**config.mk**
```make
export PLATFORM = sky130hd
export DESIGN_NAME = pascal_subset_tokenizer_core
export DESIGN_NICKNAME = d
export VERILOG_FILES = /design/src/pst_pkg.sv /design/src/pascal_subset_tokenizer_core.sv
export VERILOG_INCLUDE_DIRS = /design/src /design/src/src
export SDC_FILE = /design/constraint.sdc
export NUM_CORES = 1
export LEC_CHECK = 0
export ABC_AREA = 1
export ABC_CLOCK_PERIOD_IN_PS = 6200
export BUFFER_PORTS_ARGS = -buffer_cell sky130_fd_sc_hd__clkbuf_2
export CORE_MARGIN = 2
export CORE_UTILIZATION = 55
export CTS_BUF_LIST = sky130_fd_sc_hd__clkbuf_8
export DETAILED_ROUTE_END_ITERATION = 8
export MAX_ROUTING_LAYER = met4
export PLACE_DENSITY = 0.72
export REMOVE_ABC_BUFFERS = 1
export SETUP_SLACK_MARGIN = 0.1
export SYNTH_ARGS = -nofsm -noshare
export SYNTH_HDL_FRONTEND = slang
export SYNTH_SLANG_ARGS = --single-unit
```
**constraint.sdc**
```tcl
create_clock -name i_clk -period 6.2 [get_ports i_clk]
set_input_delay 0.93 -clock i_clk [delete_from_list [all_inputs] [get_ports i_clk]]
set_output_delay 0.93 -clock i_clk [all_outputs]
set_load 0.02 [all_outputs]
```
**src/pascal_subset_tokenizer_core_macros.svh**
```systemverilog
// assertion helpers for the tokenizer core
`ifndef PASCAL_SUBSET_TOKENIZER_CORE_MACROS_SVH
`define PASCAL_SUBSET_TOKENIZER_CORE_MACROS_SVH
`ifndef SYNTHESIS
`define PST_ASSERT_IMPL(label, clk, rst_n, ante, cons) \
    label: assert property (@(posedge clk) disable iff (!rst_n) (ante) |-> (cons)) \
        else $error("tokenizer check failed");
`define PST_ASSERT_NEXT(label, clk, rst_n, ante, cons) \
    label: assert property (@(posedge clk) disable iff (!rst_n) (ante) |=> (cons)) \
        else $error("tokenizer check failed");
`else
`define PST_ASSERT_IMPL(label, clk, rst_n, ante, cons)
`define PST_ASSERT_NEXT(label, clk, rst_n, ante, cons)
`endif
`endif

```
**src/pst_pkg.sv**
```systemverilog
package pst_pkg;

    // scanner modes
    localparam logic [3:0] M_IDLE    = 4'd0;
    localparam logic [3:0] M_WORD    = 4'd1;
    localparam logic [3:0] M_NUM     = 4'd2;
    localparam logic [3:0] M_STR     = 4'd3;
    localparam logic [3:0] M_STRQ    = 4'd4;
    localparam logic [3:0] M_BRACE   = 4'd5;
    localparam logic [3:0] M_PAREN   = 4'd6;
    localparam logic [3:0] M_PCOM    = 4'd7;
    localparam logic [3:0] M_PSTAR   = 4'd8;
    localparam logic [3:0] M_COLON   = 4'd9;
    localparam logic [3:0] M_LESS    = 4'd10;
    localparam logic [3:0] M_GREATER = 4'd11;

    // token kinds
    localparam logic [5:0] K_END    = 6'd0;
    localparam logic [5:0] K_ERROR  = 6'd1;
    localparam logic [5:0] K_IDENT  = 6'd2;
    localparam logic [5:0] K_INT    = 6'd3;
    localparam logic [5:0] K_STRING = 6'd4;
    localparam logic [5:0] K_SCHAR  = 6'd5;
    localparam logic [5:0] K_SEMI   = 6'd6;
    localparam logic [5:0] K_DOT    = 6'd7;
    localparam logic [5:0] K_COMMA  = 6'd8;
    localparam logic [5:0] K_LPAREN = 6'd9;
    localparam logic [5:0] K_RPAREN = 6'd10;
    localparam logic [5:0] K_PLUS   = 6'd11;
    localparam logic [5:0] K_MINUS  = 6'd12;
    localparam logic [5:0] K_STAR   = 6'd13;
    localparam logic [5:0] K_COLON  = 6'd14;
    localparam logic [5:0] K_ASSIGN = 6'd15;
    localparam logic [5:0] K_EQ     = 6'd16;
    localparam logic [5:0] K_NE     = 6'd17;
    localparam logic [5:0] K_LE     = 6'd18;
    localparam logic [5:0] K_LT     = 6'd19;
    localparam logic [5:0] K_GE     = 6'd20;
    localparam logic [5:0] K_GT     = 6'd21;
    localparam logic [5:0] K_KW0    = 6'd22;

    // error codes
    localparam logic [2:0] E_BRACE   = 3'd0;
    localparam logic [2:0] E_PCOM    = 3'd1;
    localparam logic [2:0] E_STR     = 3'd2;
    localparam logic [2:0] E_STRLONG = 3'd3;
    localparam logic [2:0] E_BYTE    = 3'd4;

    // source bytes with special meaning
    localparam logic [7:0] C_QUOTE  = 8'd39;
    localparam logic [7:0] C_LBRACE = 8'd123;
    localparam logic [7:0] C_RBRACE = 8'd125;
    localparam logic [7:0] C_LPAREN = 8'd40;
    localparam logic [7:0] C_RPAREN = 8'd41;
    localparam logic [7:0] C_STAR   = 8'd42;
    localparam logic [7:0] C_COLON  = 8'd58;
    localparam logic [7:0] C_LESS   = 8'd60;
    localparam logic [7:0] C_EQUAL  = 8'd61;
    localparam logic [7:0] C_GREAT  = 8'd62;
    localparam logic [7:0] C_NL     = 8'd10;

    localparam logic [15:0] SAT16 = 16'hFFFF;
    localparam logic [30:0] SAT31 = 31'h7FFFFFFF;

    localparam int KW_COUNT = 29;

    // keywords, first letter in the highest used byte
    localparam logic [55:0] KW_TEXT [KW_COUNT] = '{
        56'h70726f6772616d, 56'h766172, 56'h626567696e, 56'h656e64,
        56'h696e7465676572, 56'h646976, 56'h6d6f64, 56'h7772697465,
        56'h77726974656c6e, 56'h626f6f6c65616e, 56'h616e64, 56'h6f72,
        56'h6e6f74, 56'h74727565, 56'h66616c7365, 56'h6966, 56'h7468656e,
        56'h656c7365, 56'h7768696c65, 56'h646f, 56'h666f72, 56'h746f,
        56'h646f776e746f, 56'h726570656174, 56'h756e74696c, 56'h636f6e7374,
        56'h63686172, 56'h6f7264, 56'h636872
    };
    localparam logic [2:0] KW_LEN [KW_COUNT] = '{
        3'd7, 3'd3, 3'd5, 3'd3, 3'd7, 3'd3, 3'd3, 3'd5, 3'd7, 3'd7, 3'd3, 3'd2,
        3'd3, 3'd4, 3'd5, 3'd2, 3'd4, 3'd4, 3'd5, 3'd2, 3'd3, 3'd2, 3'd6, 3'd6,
        3'd5, 3'd5, 3'd4, 3'd3, 3'd3
    };

    typedef struct packed {
        logic [5:0]  kind;
        logic [2:0]  err;
        logic [15:0] line;
        logic [15:0] col;
        logic [15:0] len;
        logic [30:0] val;
        logic        last;
    } t_res;

    function automatic t_res mk_res(input logic [5:0] kind, input logic [2:0] err,
                                    input logic [15:0] line, input logic [15:0] col,
                                    input logic [15:0] len, input logic [30:0] val);
        t_res r;
        r.kind = kind;
        r.err  = err;
        r.line = line;
        r.col  = col;
        r.len  = len;
        r.val  = val;
        r.last = 1'b0;
        return r;
    endfunction

endpackage

```
**src/pascal_subset_tokenizer_core.sv**
```systemverilog
// pascal subset tokenizer
// input channel (i_s_*): one source byte per beat in i_s_tdata[7:0]; i_s_tuser
//   set marks end of input, which flushes the pending token and emits END,
//   then the scanner returns to its reset state for a new text
// output channel (o_m_*): one token, error or decoded string char per beat;
//   o_m_tlast marks the last result caused by one input beat
// every input beat is scanned in the cycle it is accepted; its zero, one or two
//   results are written into a four-entry result queue at that clock edge and
//   are presented in order from the registered queue head
// throughput: one input beat per cycle while the queue has room for two
//   results; the output drains one result per cycle while i_m_tready is high,
//   so queue depth sets how long a run of two-result beats keeps full rate
// a stalled receiver fills the queue and then holds o_s_tready low; nothing
//   is dropped
// reset (synchronous, active low) empties the queue and returns line and
//   column to one with the scanner idle
module pascal_subset_tokenizer_core #(
    parameter int STRING_CAP = 256
) (
    input  logic        i_clk,
    input  logic        i_rst_n,
    input  logic        i_s_tvalid,
    output logic        o_s_tready,
    input  logic [7:0]  i_s_tdata,   // source_byte
    input  logic        i_s_tuser,   // end_of_input
    output logic        o_m_tvalid,
    input  logic        i_m_tready,
    // error_code[2:0], start_line[18:3], start_column[34:19],
    // lexeme_length[50:35], int_value[81:51], zero pad[87:82]
    output logic [87:0] o_m_tdata,
    output logic [5:0]  o_m_tuser,   // token_kind
    output logic        o_m_tlast    // last_of_run
);
    import pst_pkg::*;

    localparam logic [16:0] CAP = 17'(STRING_CAP);

    // scanner state
    logic [3:0]  r_mode,  n_mode;
    logic [15:0] r_line,  n_line;
    logic [15:0] r_col,   n_col;
    logic [15:0] r_tline, n_tline;
    logic [15:0] r_tcol,  n_tcol;
    logic [15:0] r_len,   n_len;
    logic [30:0] r_acc,   n_acc;
    logic [55:0] r_pref,  n_pref;

    // result queue
    t_res       r_q [4];
    logic [1:0] r_wp, r_rp;
    logic [2:0] r_cnt;

    logic [7:0] c;
    logic       is_blank, is_letter, is_num, acc_in, take_out;
    logic [7:0] folded;
    logic [5:0] word_kind;
    logic [34:0] num_next;

    // results of this beat: p1 is the pending token, p2 the new one
    logic p1_v, p2_v, do_sfi;
    t_res p1, p2, e0, e1;
    logic [1:0] nres;

    assign c         = i_s_tdata;
    assign acc_in    = i_s_tvalid && o_s_tready;
    assign take_out  = o_m_tvalid && i_m_tready;
    assign is_blank  = (c == 8'd32) || (c == 8'd9) || (c == 8'd13) || (c == 8'd10)
                    || (c == 8'd12) || (c == 8'd11);
    assign is_num    = (c >= 8'd48) && (c <= 8'd57);
    assign is_letter = ((c >= 8'd97) && (c <= 8'd122)) || ((c >= 8'd65) && (c <= 8'd90))
                    || (c == 8'd95);
    assign folded    = ((c >= 8'd65) && (c <= 8'd90)) ? c + 8'd32 : c;
    assign num_next  = ({4'd0, r_acc} << 3) + ({4'd0, r_acc} << 1) + 35'(c - 8'd48);

    // keyword lookup on the folded prefix
    always_comb begin
        word_kind = K_IDENT;
        for (int i = 0; i < KW_COUNT; i++) begin
            if (r_len == 16'(KW_LEN[i]) && r_pref == KW_TEXT[i]) begin
                word_kind = K_KW0 + 6'(i);
            end
        end
    end

    always_comb begin
        n_mode  = r_mode;
        n_line  = r_line;
        n_col   = r_col;
        n_tline = r_tline;
        n_tcol  = r_tcol;
        n_len   = r_len;
        n_acc   = r_acc;
        n_pref  = r_pref;
        p1_v    = 1'b0;
        p2_v    = 1'b0;
        p1      = mk_res(K_END, 3'd0, r_tline, r_tcol, 16'd0, 31'd0);
        p2      = p1;
        do_sfi  = 1'b0;

        if (i_s_tuser) begin
            // flush whatever is pending, then END at the current position
            p1_v = 1'b1;
            case (r_mode)
                M_WORD:    p1 = mk_res(word_kind, 3'd0, r_tline, r_tcol, r_len, 31'd0);
                M_NUM:     p1 = mk_res(K_INT, 3'd0, r_tline, r_tcol, r_len, r_acc);
                M_STR:     p1 = mk_res(K_ERROR, E_STR, r_tline, r_tcol, 16'd0, 31'd0);
                M_STRQ:    p1 = mk_res(K_STRING, 3'd0, r_tline, r_tcol, r_len, 31'd0);
                M_BRACE:   p1 = mk_res(K_ERROR, E_BRACE, r_tline, r_tcol, 16'd0, 31'd0);
                M_PCOM,
                M_PSTAR:   p1 = mk_res(K_ERROR, E_PCOM, r_tline, r_tcol, 16'd0, 31'd0);
                M_PAREN:   p1 = mk_res(K_LPAREN, 3'd0, r_tline, r_tcol, 16'd1, 31'd0);
                M_COLON:   p1 = mk_res(K_COLON, 3'd0, r_tline, r_tcol, 16'd1, 31'd0);
                M_LESS:    p1 = mk_res(K_LT, 3'd0, r_tline, r_tcol, 16'd1, 31'd0);
                M_GREATER: p1 = mk_res(K_GT, 3'd0, r_tline, r_tcol, 16'd1, 31'd0);
                default:   p1_v = 1'b0;
            endcase
            p2_v    = 1'b1;
            p2      = mk_res(K_END, 3'd0, r_line, r_col, 16'd0, 31'd0);
            n_mode  = M_IDLE;
            n_line  = 16'd1;
            n_col   = 16'd1;
            n_tline = 16'd1;
            n_tcol  = 16'd1;
            n_len   = 16'd0;
            n_acc   = 31'd0;
            n_pref  = 56'd0;
        end else begin
            case (r_mode)
                M_WORD: begin
                    if (is_letter || is_num) begin
                        if (r_len < 16'd7) begin
                            n_pref = {r_pref[47:0], folded};
                        end
                        if (r_len != SAT16) begin
                            n_len = r_len + 16'd1;
                        end
                    end else begin
                        p1_v   = 1'b1;
                        p1     = mk_res(word_kind, 3'd0, r_tline, r_tcol, r_len, 31'd0);
                        do_sfi = 1'b1;
                    end
                end
                M_NUM: begin
                    if (is_num) begin
                        n_acc = (num_next > {4'd0, SAT31}) ? SAT31 : num_next[30:0];
                        if (r_len != SAT16) begin
                            n_len = r_len + 16'd1;
                        end
                    end else begin
                        p1_v   = 1'b1;
                        p1     = mk_res(K_INT, 3'd0, r_tline, r_tcol, r_len, r_acc);
                        do_sfi = 1'b1;
                    end
                end
                M_STR, M_STRQ: begin
                    if (r_mode == M_STR && c == C_QUOTE) begin
                        n_mode = M_STRQ;
                    end else if (r_mode == M_STR && c == C_NL) begin
                        p2_v   = 1'b1;
                        p2     = mk_res(K_ERROR, E_STR, r_tline, r_tcol, 16'd0, 31'd0);
                        n_mode = M_IDLE;
                    end else if (r_mode == M_STRQ && c != C_QUOTE) begin
                        p1_v   = 1'b1;
                        p1     = mk_res(K_STRING, 3'd0, r_tline, r_tcol, r_len, 31'd0);
                        do_sfi = 1'b1;
                    end else begin
                        // decoded string character, or too long
                        p2_v = 1'b1;
                        if ({1'b0, r_len} >= CAP) begin
                            p2     = mk_res(K_ERROR, E_STRLONG, r_tline, r_tcol,
                                            16'd0, 31'd0);
                            n_mode = M_IDLE;
                        end else begin
                            n_len  = r_len + 16'd1;
                            p2     = mk_res(K_SCHAR, 3'd0, r_tline, r_tcol,
                                            r_len + 16'd1, {23'd0, c});
                            n_mode = M_STR;
                        end
                    end
                end
                M_BRACE: begin
                    if (c == C_RBRACE) n_mode = M_IDLE;
                end
                M_PCOM: begin
                    if (c == C_STAR) n_mode = M_PSTAR;
                end
                M_PSTAR: begin
                    if (c == C_RPAREN) n_mode = M_IDLE;
                    else if (c != C_STAR) n_mode = M_PCOM;
                end
                M_PAREN: begin
                    if (c == C_STAR) begin
                        n_mode = M_PCOM;
                    end else begin
                        p1_v   = 1'b1;
                        p1     = mk_res(K_LPAREN, 3'd0, r_tline, r_tcol, 16'd1, 31'd0);
                        do_sfi = 1'b1;
                    end
                end
                M_COLON: begin
                    p1_v = 1'b1;
                    if (c == C_EQUAL) begin
                        p1     = mk_res(K_ASSIGN, 3'd0, r_tline, r_tcol, 16'd2, 31'd0);
                        n_mode = M_IDLE;
                    end else begin
                        p1     = mk_res(K_COLON, 3'd0, r_tline, r_tcol, 16'd1, 31'd0);
                        do_sfi = 1'b1;
                    end
                end
                M_LESS: begin
                    p1_v = 1'b1;
                    if (c == C_GREAT) begin
                        p1     = mk_res(K_NE, 3'd0, r_tline, r_tcol, 16'd2, 31'd0);
                        n_mode = M_IDLE;
                    end else if (c == C_EQUAL) begin
                        p1     = mk_res(K_LE, 3'd0, r_tline, r_tcol, 16'd2, 31'd0);
                        n_mode = M_IDLE;
                    end else begin
                        p1     = mk_res(K_LT, 3'd0, r_tline, r_tcol, 16'd1, 31'd0);
                        do_sfi = 1'b1;
                    end
                end
                M_GREATER: begin
                    p1_v = 1'b1;
                    if (c == C_EQUAL) begin
                        p1     = mk_res(K_GE, 3'd0, r_tline, r_tcol, 16'd2, 31'd0);
                        n_mode = M_IDLE;
                    end else begin
                        p1     = mk_res(K_GT, 3'd0, r_tline, r_tcol, 16'd1, 31'd0);
                        do_sfi = 1'b1;
                    end
                end
                default: do_sfi = 1'b1;
            endcase

            // start a new token from idle on this byte
            if (do_sfi) begin
                n_mode = M_IDLE;
                if (!is_blank) begin
                    n_tline = r_line;
                    n_tcol  = r_col;
                    if (is_letter) begin
                        n_len  = 16'd1;
                        n_pref = {48'd0, folded};
                        n_mode = M_WORD;
                    end else if (is_num) begin
                        n_len  = 16'd1;
                        n_acc  = 31'(c - 8'd48);
                        n_mode = M_NUM;
                    end else begin
                        p2_v = 1'b1;
                        p2   = mk_res(K_ERROR, 3'd0, r_line, r_col, 16'd1, 31'd0);
                        case (c)
                            C_QUOTE:  begin n_len = 16'd0; n_mode = M_STR; p2_v = 1'b0; end
                            C_LBRACE: begin n_mode = M_BRACE;   p2_v = 1'b0; end
                            C_LPAREN: begin n_mode = M_PAREN;   p2_v = 1'b0; end
                            C_COLON:  begin n_mode = M_COLON;   p2_v = 1'b0; end
                            C_LESS:   begin n_mode = M_LESS;    p2_v = 1'b0; end
                            C_GREAT:  begin n_mode = M_GREATER; p2_v = 1'b0; end
                            8'd59:    p2.kind = K_SEMI;
                            8'd46:    p2.kind = K_DOT;
                            8'd44:    p2.kind = K_COMMA;
                            C_RPAREN: p2.kind = K_RPAREN;
                            8'd43:    p2.kind = K_PLUS;
                            8'd45:    p2.kind = K_MINUS;
                            C_STAR:   p2.kind = K_STAR;
                            C_EQUAL:  p2.kind = K_EQ;
                            default: begin
                                p2.err = E_BYTE;
                                p2.len = 16'd0;
                            end
                        endcase
                    end
                end
            end

            // position of the next byte
            if (c == C_NL) begin
                if (r_line != SAT16) n_line = r_line + 16'd1;
                n_col = 16'd1;
            end else if (r_col != SAT16) begin
                n_col = r_col + 16'd1;
            end
        end

        // order the results and mark the last one of the beat
        e0   = p1_v ? p1 : p2;
        e1   = p2;
        nres = 2'(p1_v) + 2'(p2_v);
        if (nres == 2'd1) e0.last = 1'b1;
        e1.last = 1'b1;
    end

    always_ff @(posedge i_clk) begin
        if (!i_rst_n) begin
            r_mode  <= M_IDLE;
            r_line  <= 16'd1;
            r_col   <= 16'd1;
            r_tline <= 16'd1;
            r_tcol  <= 16'd1;
            r_len   <= 16'd0;
            r_acc   <= 31'd0;
            r_pref  <= 56'd0;
        end else if (acc_in) begin
            r_mode  <= n_mode;
            r_line  <= n_line;
            r_col   <= n_col;
            r_tline <= n_tline;
            r_tcol  <= n_tcol;
            r_len   <= n_len;
            r_acc   <= n_acc;
            r_pref  <= n_pref;
        end
    end

    // result queue
    always_ff @(posedge i_clk) begin
        if (acc_in && nres != 2'd0) begin
            r_q[r_wp] <= e0;
            if (nres == 2'd2) r_q[r_wp + 2'd1] <= e1;
        end
    end

    always_ff @(posedge i_clk) begin
        if (!i_rst_n) begin
            r_wp  <= 2'd0;
            r_rp  <= 2'd0;
            r_cnt <= 3'd0;
        end else begin
            if (acc_in) r_wp <= r_wp + nres;
            if (take_out) r_rp <= r_rp + 2'd1;
            r_cnt <= r_cnt + (acc_in ? {1'b0, nres} : 3'd0) - (take_out ? 3'd1 : 3'd0);
        end
    end

    assign o_s_tready = (r_cnt <= 3'd2);
    assign o_m_tvalid = (r_cnt != 3'd0);
    assign o_m_tuser  = r_q[r_rp].kind;
    assign o_m_tlast  = r_q[r_rp].last;
    assign o_m_tdata  = {6'd0, r_q[r_rp].val, r_q[r_rp].len, r_q[r_rp].col,
                         r_q[r_rp].line, r_q[r_rp].err};

`include "pascal_subset_tokenizer_core_macros.svh"

    `PST_ASSERT_IMPL(a_cnt_range, i_clk, i_rst_n, 1'b1, r_cnt <= 3'd4)
    `PST_ASSERT_NEXT(a_end_resets, i_clk, i_rst_n, acc_in && i_s_tuser,
                     r_mode == M_IDLE && r_line == 16'd1 && r_col == 16'd1 && r_cnt != 3'd0)
    `PST_ASSERT_NEXT(a_drain_only, i_clk, i_rst_n, take_out && !acc_in,
                     r_cnt == $past(r_cnt) - 3'd1)
    `PST_ASSERT_IMPL(a_str_len_cap, i_clk, i_rst_n, r_mode == M_STR,
                     {1'b0, r_len} <= CAP)

endmodule
```
==> impl_metrics.yaml <==
layout:
  final_cell_mix: "880 x nand2_1, 452 x nor2_1, 400 x o21ai_0, 352 x inv_1, 278 x dfxtp_1"
  nets: 4205
  fill_cells: 5256
  final_common_cell: "nand2_1"
  drive_above_1_share_pct: 11.1
  area.sequential_um2: 13300
  syn_to_final_growth_pct: 8.68
  multi_input_area_um2: 15600
  utilization_pct: 60.3
detailed_routing:
  post_drt_via_cell_ratio: 6.02
  wl_met2_um: 45100
  drc: 0
  drt-pass1-iter-count: 7
  wl_met3_um: 8310
  via_count: 29697
  drt_iter0_drc: 3113
  routed_wirelength_um: 98800
  wl_per_cell_um: 20.0
  top_layer: "met4"
  antenna_left: 0
  wl_met1_um: 41800
setup_path:
  r2r_start: "r_mode[0]$_SDFFE_PN0P_"
  worst_setup_path_start_kind: "flip-flop"
  worstSetupStartpoint: "r_mode[0]$_SDFFE_PN0P_"
  cp_max_fo: 33
  crit_type: "reg2reg"
  arrival_ns: 5.41
  endpoint_kind: "flip-flop"
  required_ns: 6.72
clocking:
  cts_resized: 0
  tritoncts: "done"
  clk_pin_slew_worst_paths_ns: 0.07
  ctsHoldBuffers: 0
  clock_path_buffers: 3
  cts_max_level: 3
  clk_latency_ns: 0.72
  clockRootBuffer: "clkbuf_8"
  postCtsSetupBuffers: 0
  clock-sinks: 536
  numCtsBuffers: 90
power:
  vdd_drop_max_uv: 241
  p_per_area_nw_per_um2: 294
  p_leak_nw: 13.2
  total_power_mw: 9.98
sta:
  finClkSkew_ns: 0.0453
  hold_viol: 0
  tightest_slew_ns: 1.22
  fmax_mhz: 205
  layout_setup_ws_ns: 1.31
  max-slew-margin-rel_pct: 18.6
  setup-tns-final_ns: 0
  rsz0062_at_grt: "false"
  post-route-period-util_pct: 78.8
  fin_crit_ns: 4.89
  final-setup-viol-count: 0
  maxSlewViolCount: 0
grt:
  antenna_found_initial: 1
  grt_pass1_wl_um: 157000
  grt_usage_pct: 34.3
  grt_pass1_vias: 28406
  grt_max_degree: 120
  overflow: 0
logic_synthesis:
  syn_inst: 4081
  synth_top_family_by_area: "simple AND/OR/NAND/NOR gates"
  synthSimpleGateAreaFrac_pct: 23.1
  synth_area_leader_cell: "edfxtp_1"
  syn_area_per_cell_um2: 7.65
  synthMuxAreaShare_pct: 0
  ys_seq_elements: 536
  yosys_warnings: 0
  yosys.area_share.adder_pct: 4.31
  ys_seq_area_share_pct: 42.6
  synth-main-ff-cell: "dfxtp_1"
  synth-edff-count: 256
  synth_area_um2: 31200
  synth_xor_area_share_pct: 1.04
  synth.distinct_cells: 64
  synth_compound_area_share_pct: 21.4
  ys_top_cells_by_area: "edfxtp_1 25%, dfxtp_1 18%, nand2_1 11%, o21ai_0 6.4%, nor2_1 5.5%"
  synth_top_area_share_pct: 24.6
  async_flop_share_pct: 0
placement:
  gp_congestion: 1.00
  io_buffers: 103
  dp_slack_ns: 0.782
  hpwlAfterDp_um: 64100
die:
  floorplan.die_area_um2: 58700
  initial_core_util_pct: 55.5
  die_w_um: 242
  placement_rows: 87
  ios: 110
  die_h_um: 242
  core_um2: 56300
worst_hold_path:
  hold_start: "r_q[2][13]$_SDFFE_PP0P_"
  min_path_type: "reg2reg"
job:
  drv_cap: 0
outcome:
  outcome: "finished clean"
## kinds of logic after synthesis
group | count (synthesis)
AO/OA/AOI/OAI | 1121
XOR/XNOR | 37
adder cells (fa/ha/maj) | 89
buffers and inverters | 587
flip-flops | 536
other | 1
AND/OR/NAND/NOR | 1710
## area by class of cell
type	instances	share of cell area [%]
sequential	536	39.2
inverter	356	3.98
antenna	1	0.00737
multi-input combinational	2963	46.1
timing repair buffer	156	2.91
tap	756	2.79
clock buffer	98	3.97
clock inverter	67	1.05
## registers in the layout (all words and copies together), names as in the netlist, 16 cells and up, named ones only
signal and count:
r_acc 31, r_col 16, r_len 16, r_line 16, r_pref 56, r_q 356, r_tcol 16, r_tline 16
## worst paths after layout
kind,end,slack (ns),depth (start not counted)
max,r_q[2][74]$_DFFE_PP_,1.31,22
min,r_q[2][13]$_SDFFE_PP0P_,0.45,2
max reg2reg,r_q[2][74]$_DFFE_PP_,1.31,22
min reg2reg,r_q[2][13]$_SDFFE_PP0P_,0.45,2
## synthesized netlist by cell type (6+ instances only)
master      n
clkinv_1    6
buf_4      11
o211ai_1   65
o21ai_4    21
a21oi_1   252
inv_2      23
nor4_1     32
dfxtp_1   280
edfxtp_1  256
nand3b_1    8
nand2_2    29
buf_2      15
clkbuf_1  191
o21ai_1    12
o21ai_0   400
o21bai_1    6
nor3_2      7
or2_2      15
inv_1     326
fa_1       31
o22ai_1   265
a211oi_1   15
a31oi_1     8
nand4_1    39
nor3_1     59
nand2_1   881
xnor2_1     8
nand3_1   144
nor2_1    460
xor2_1     29
ha_1       58
nor2_2     11
o21ai_2    41
## where the power goes
group | internal, mW | switching, mW
sequential | 3.93 | 0.122
clock | 1.55 | 1.51
combinational | 0.748 | 2.13
## metrics by stage
stage / hold WS [ns] / instances / cell area [um^2]
after global placement: 0.433 / 4767 / 32200
after global routing: 0.472 / 4933 / 33900
after detailed placement: 0.441 / 4767 / 32200
final: 0.452 / 4933 / 33900
after CTS: 0.455 / 4932 / 33900
after floorplan: 0.423 / 3855 / 30200
## critical path, stage by stage (launching register included)
cell and delay, ns:
dfxtp_1 0.43, inv_1 0.06, nor2_1 0.09, inv_1 0.07
nor2_1 0.42, inv_1 0.15, nand2_1 0.16, nor2_1 0.08
inv_1 0.10, nor2_2 0.09, nand2_1 0.15, nand2_1 0.22
a21oi_1 0.37, nor2_4 0.08, ha_1 0.19, nor2_1 0.11
inv_1 0.13, nor3_2 0.17, inv_2 0.06, nor2_2 0.40
inv_2 0.51, buf_4 0.40, o22ai_1 0.22
## metal layers
metal | vias up | track usage (%)
met1 | 14005 | 45.5
met5 | - | -
met3 | 235 | 4.95
met4 | 0 | 13.3
met2 | 1381 | 53.3
li1 | 14076 | -
(Power assumes the default switching activity.)
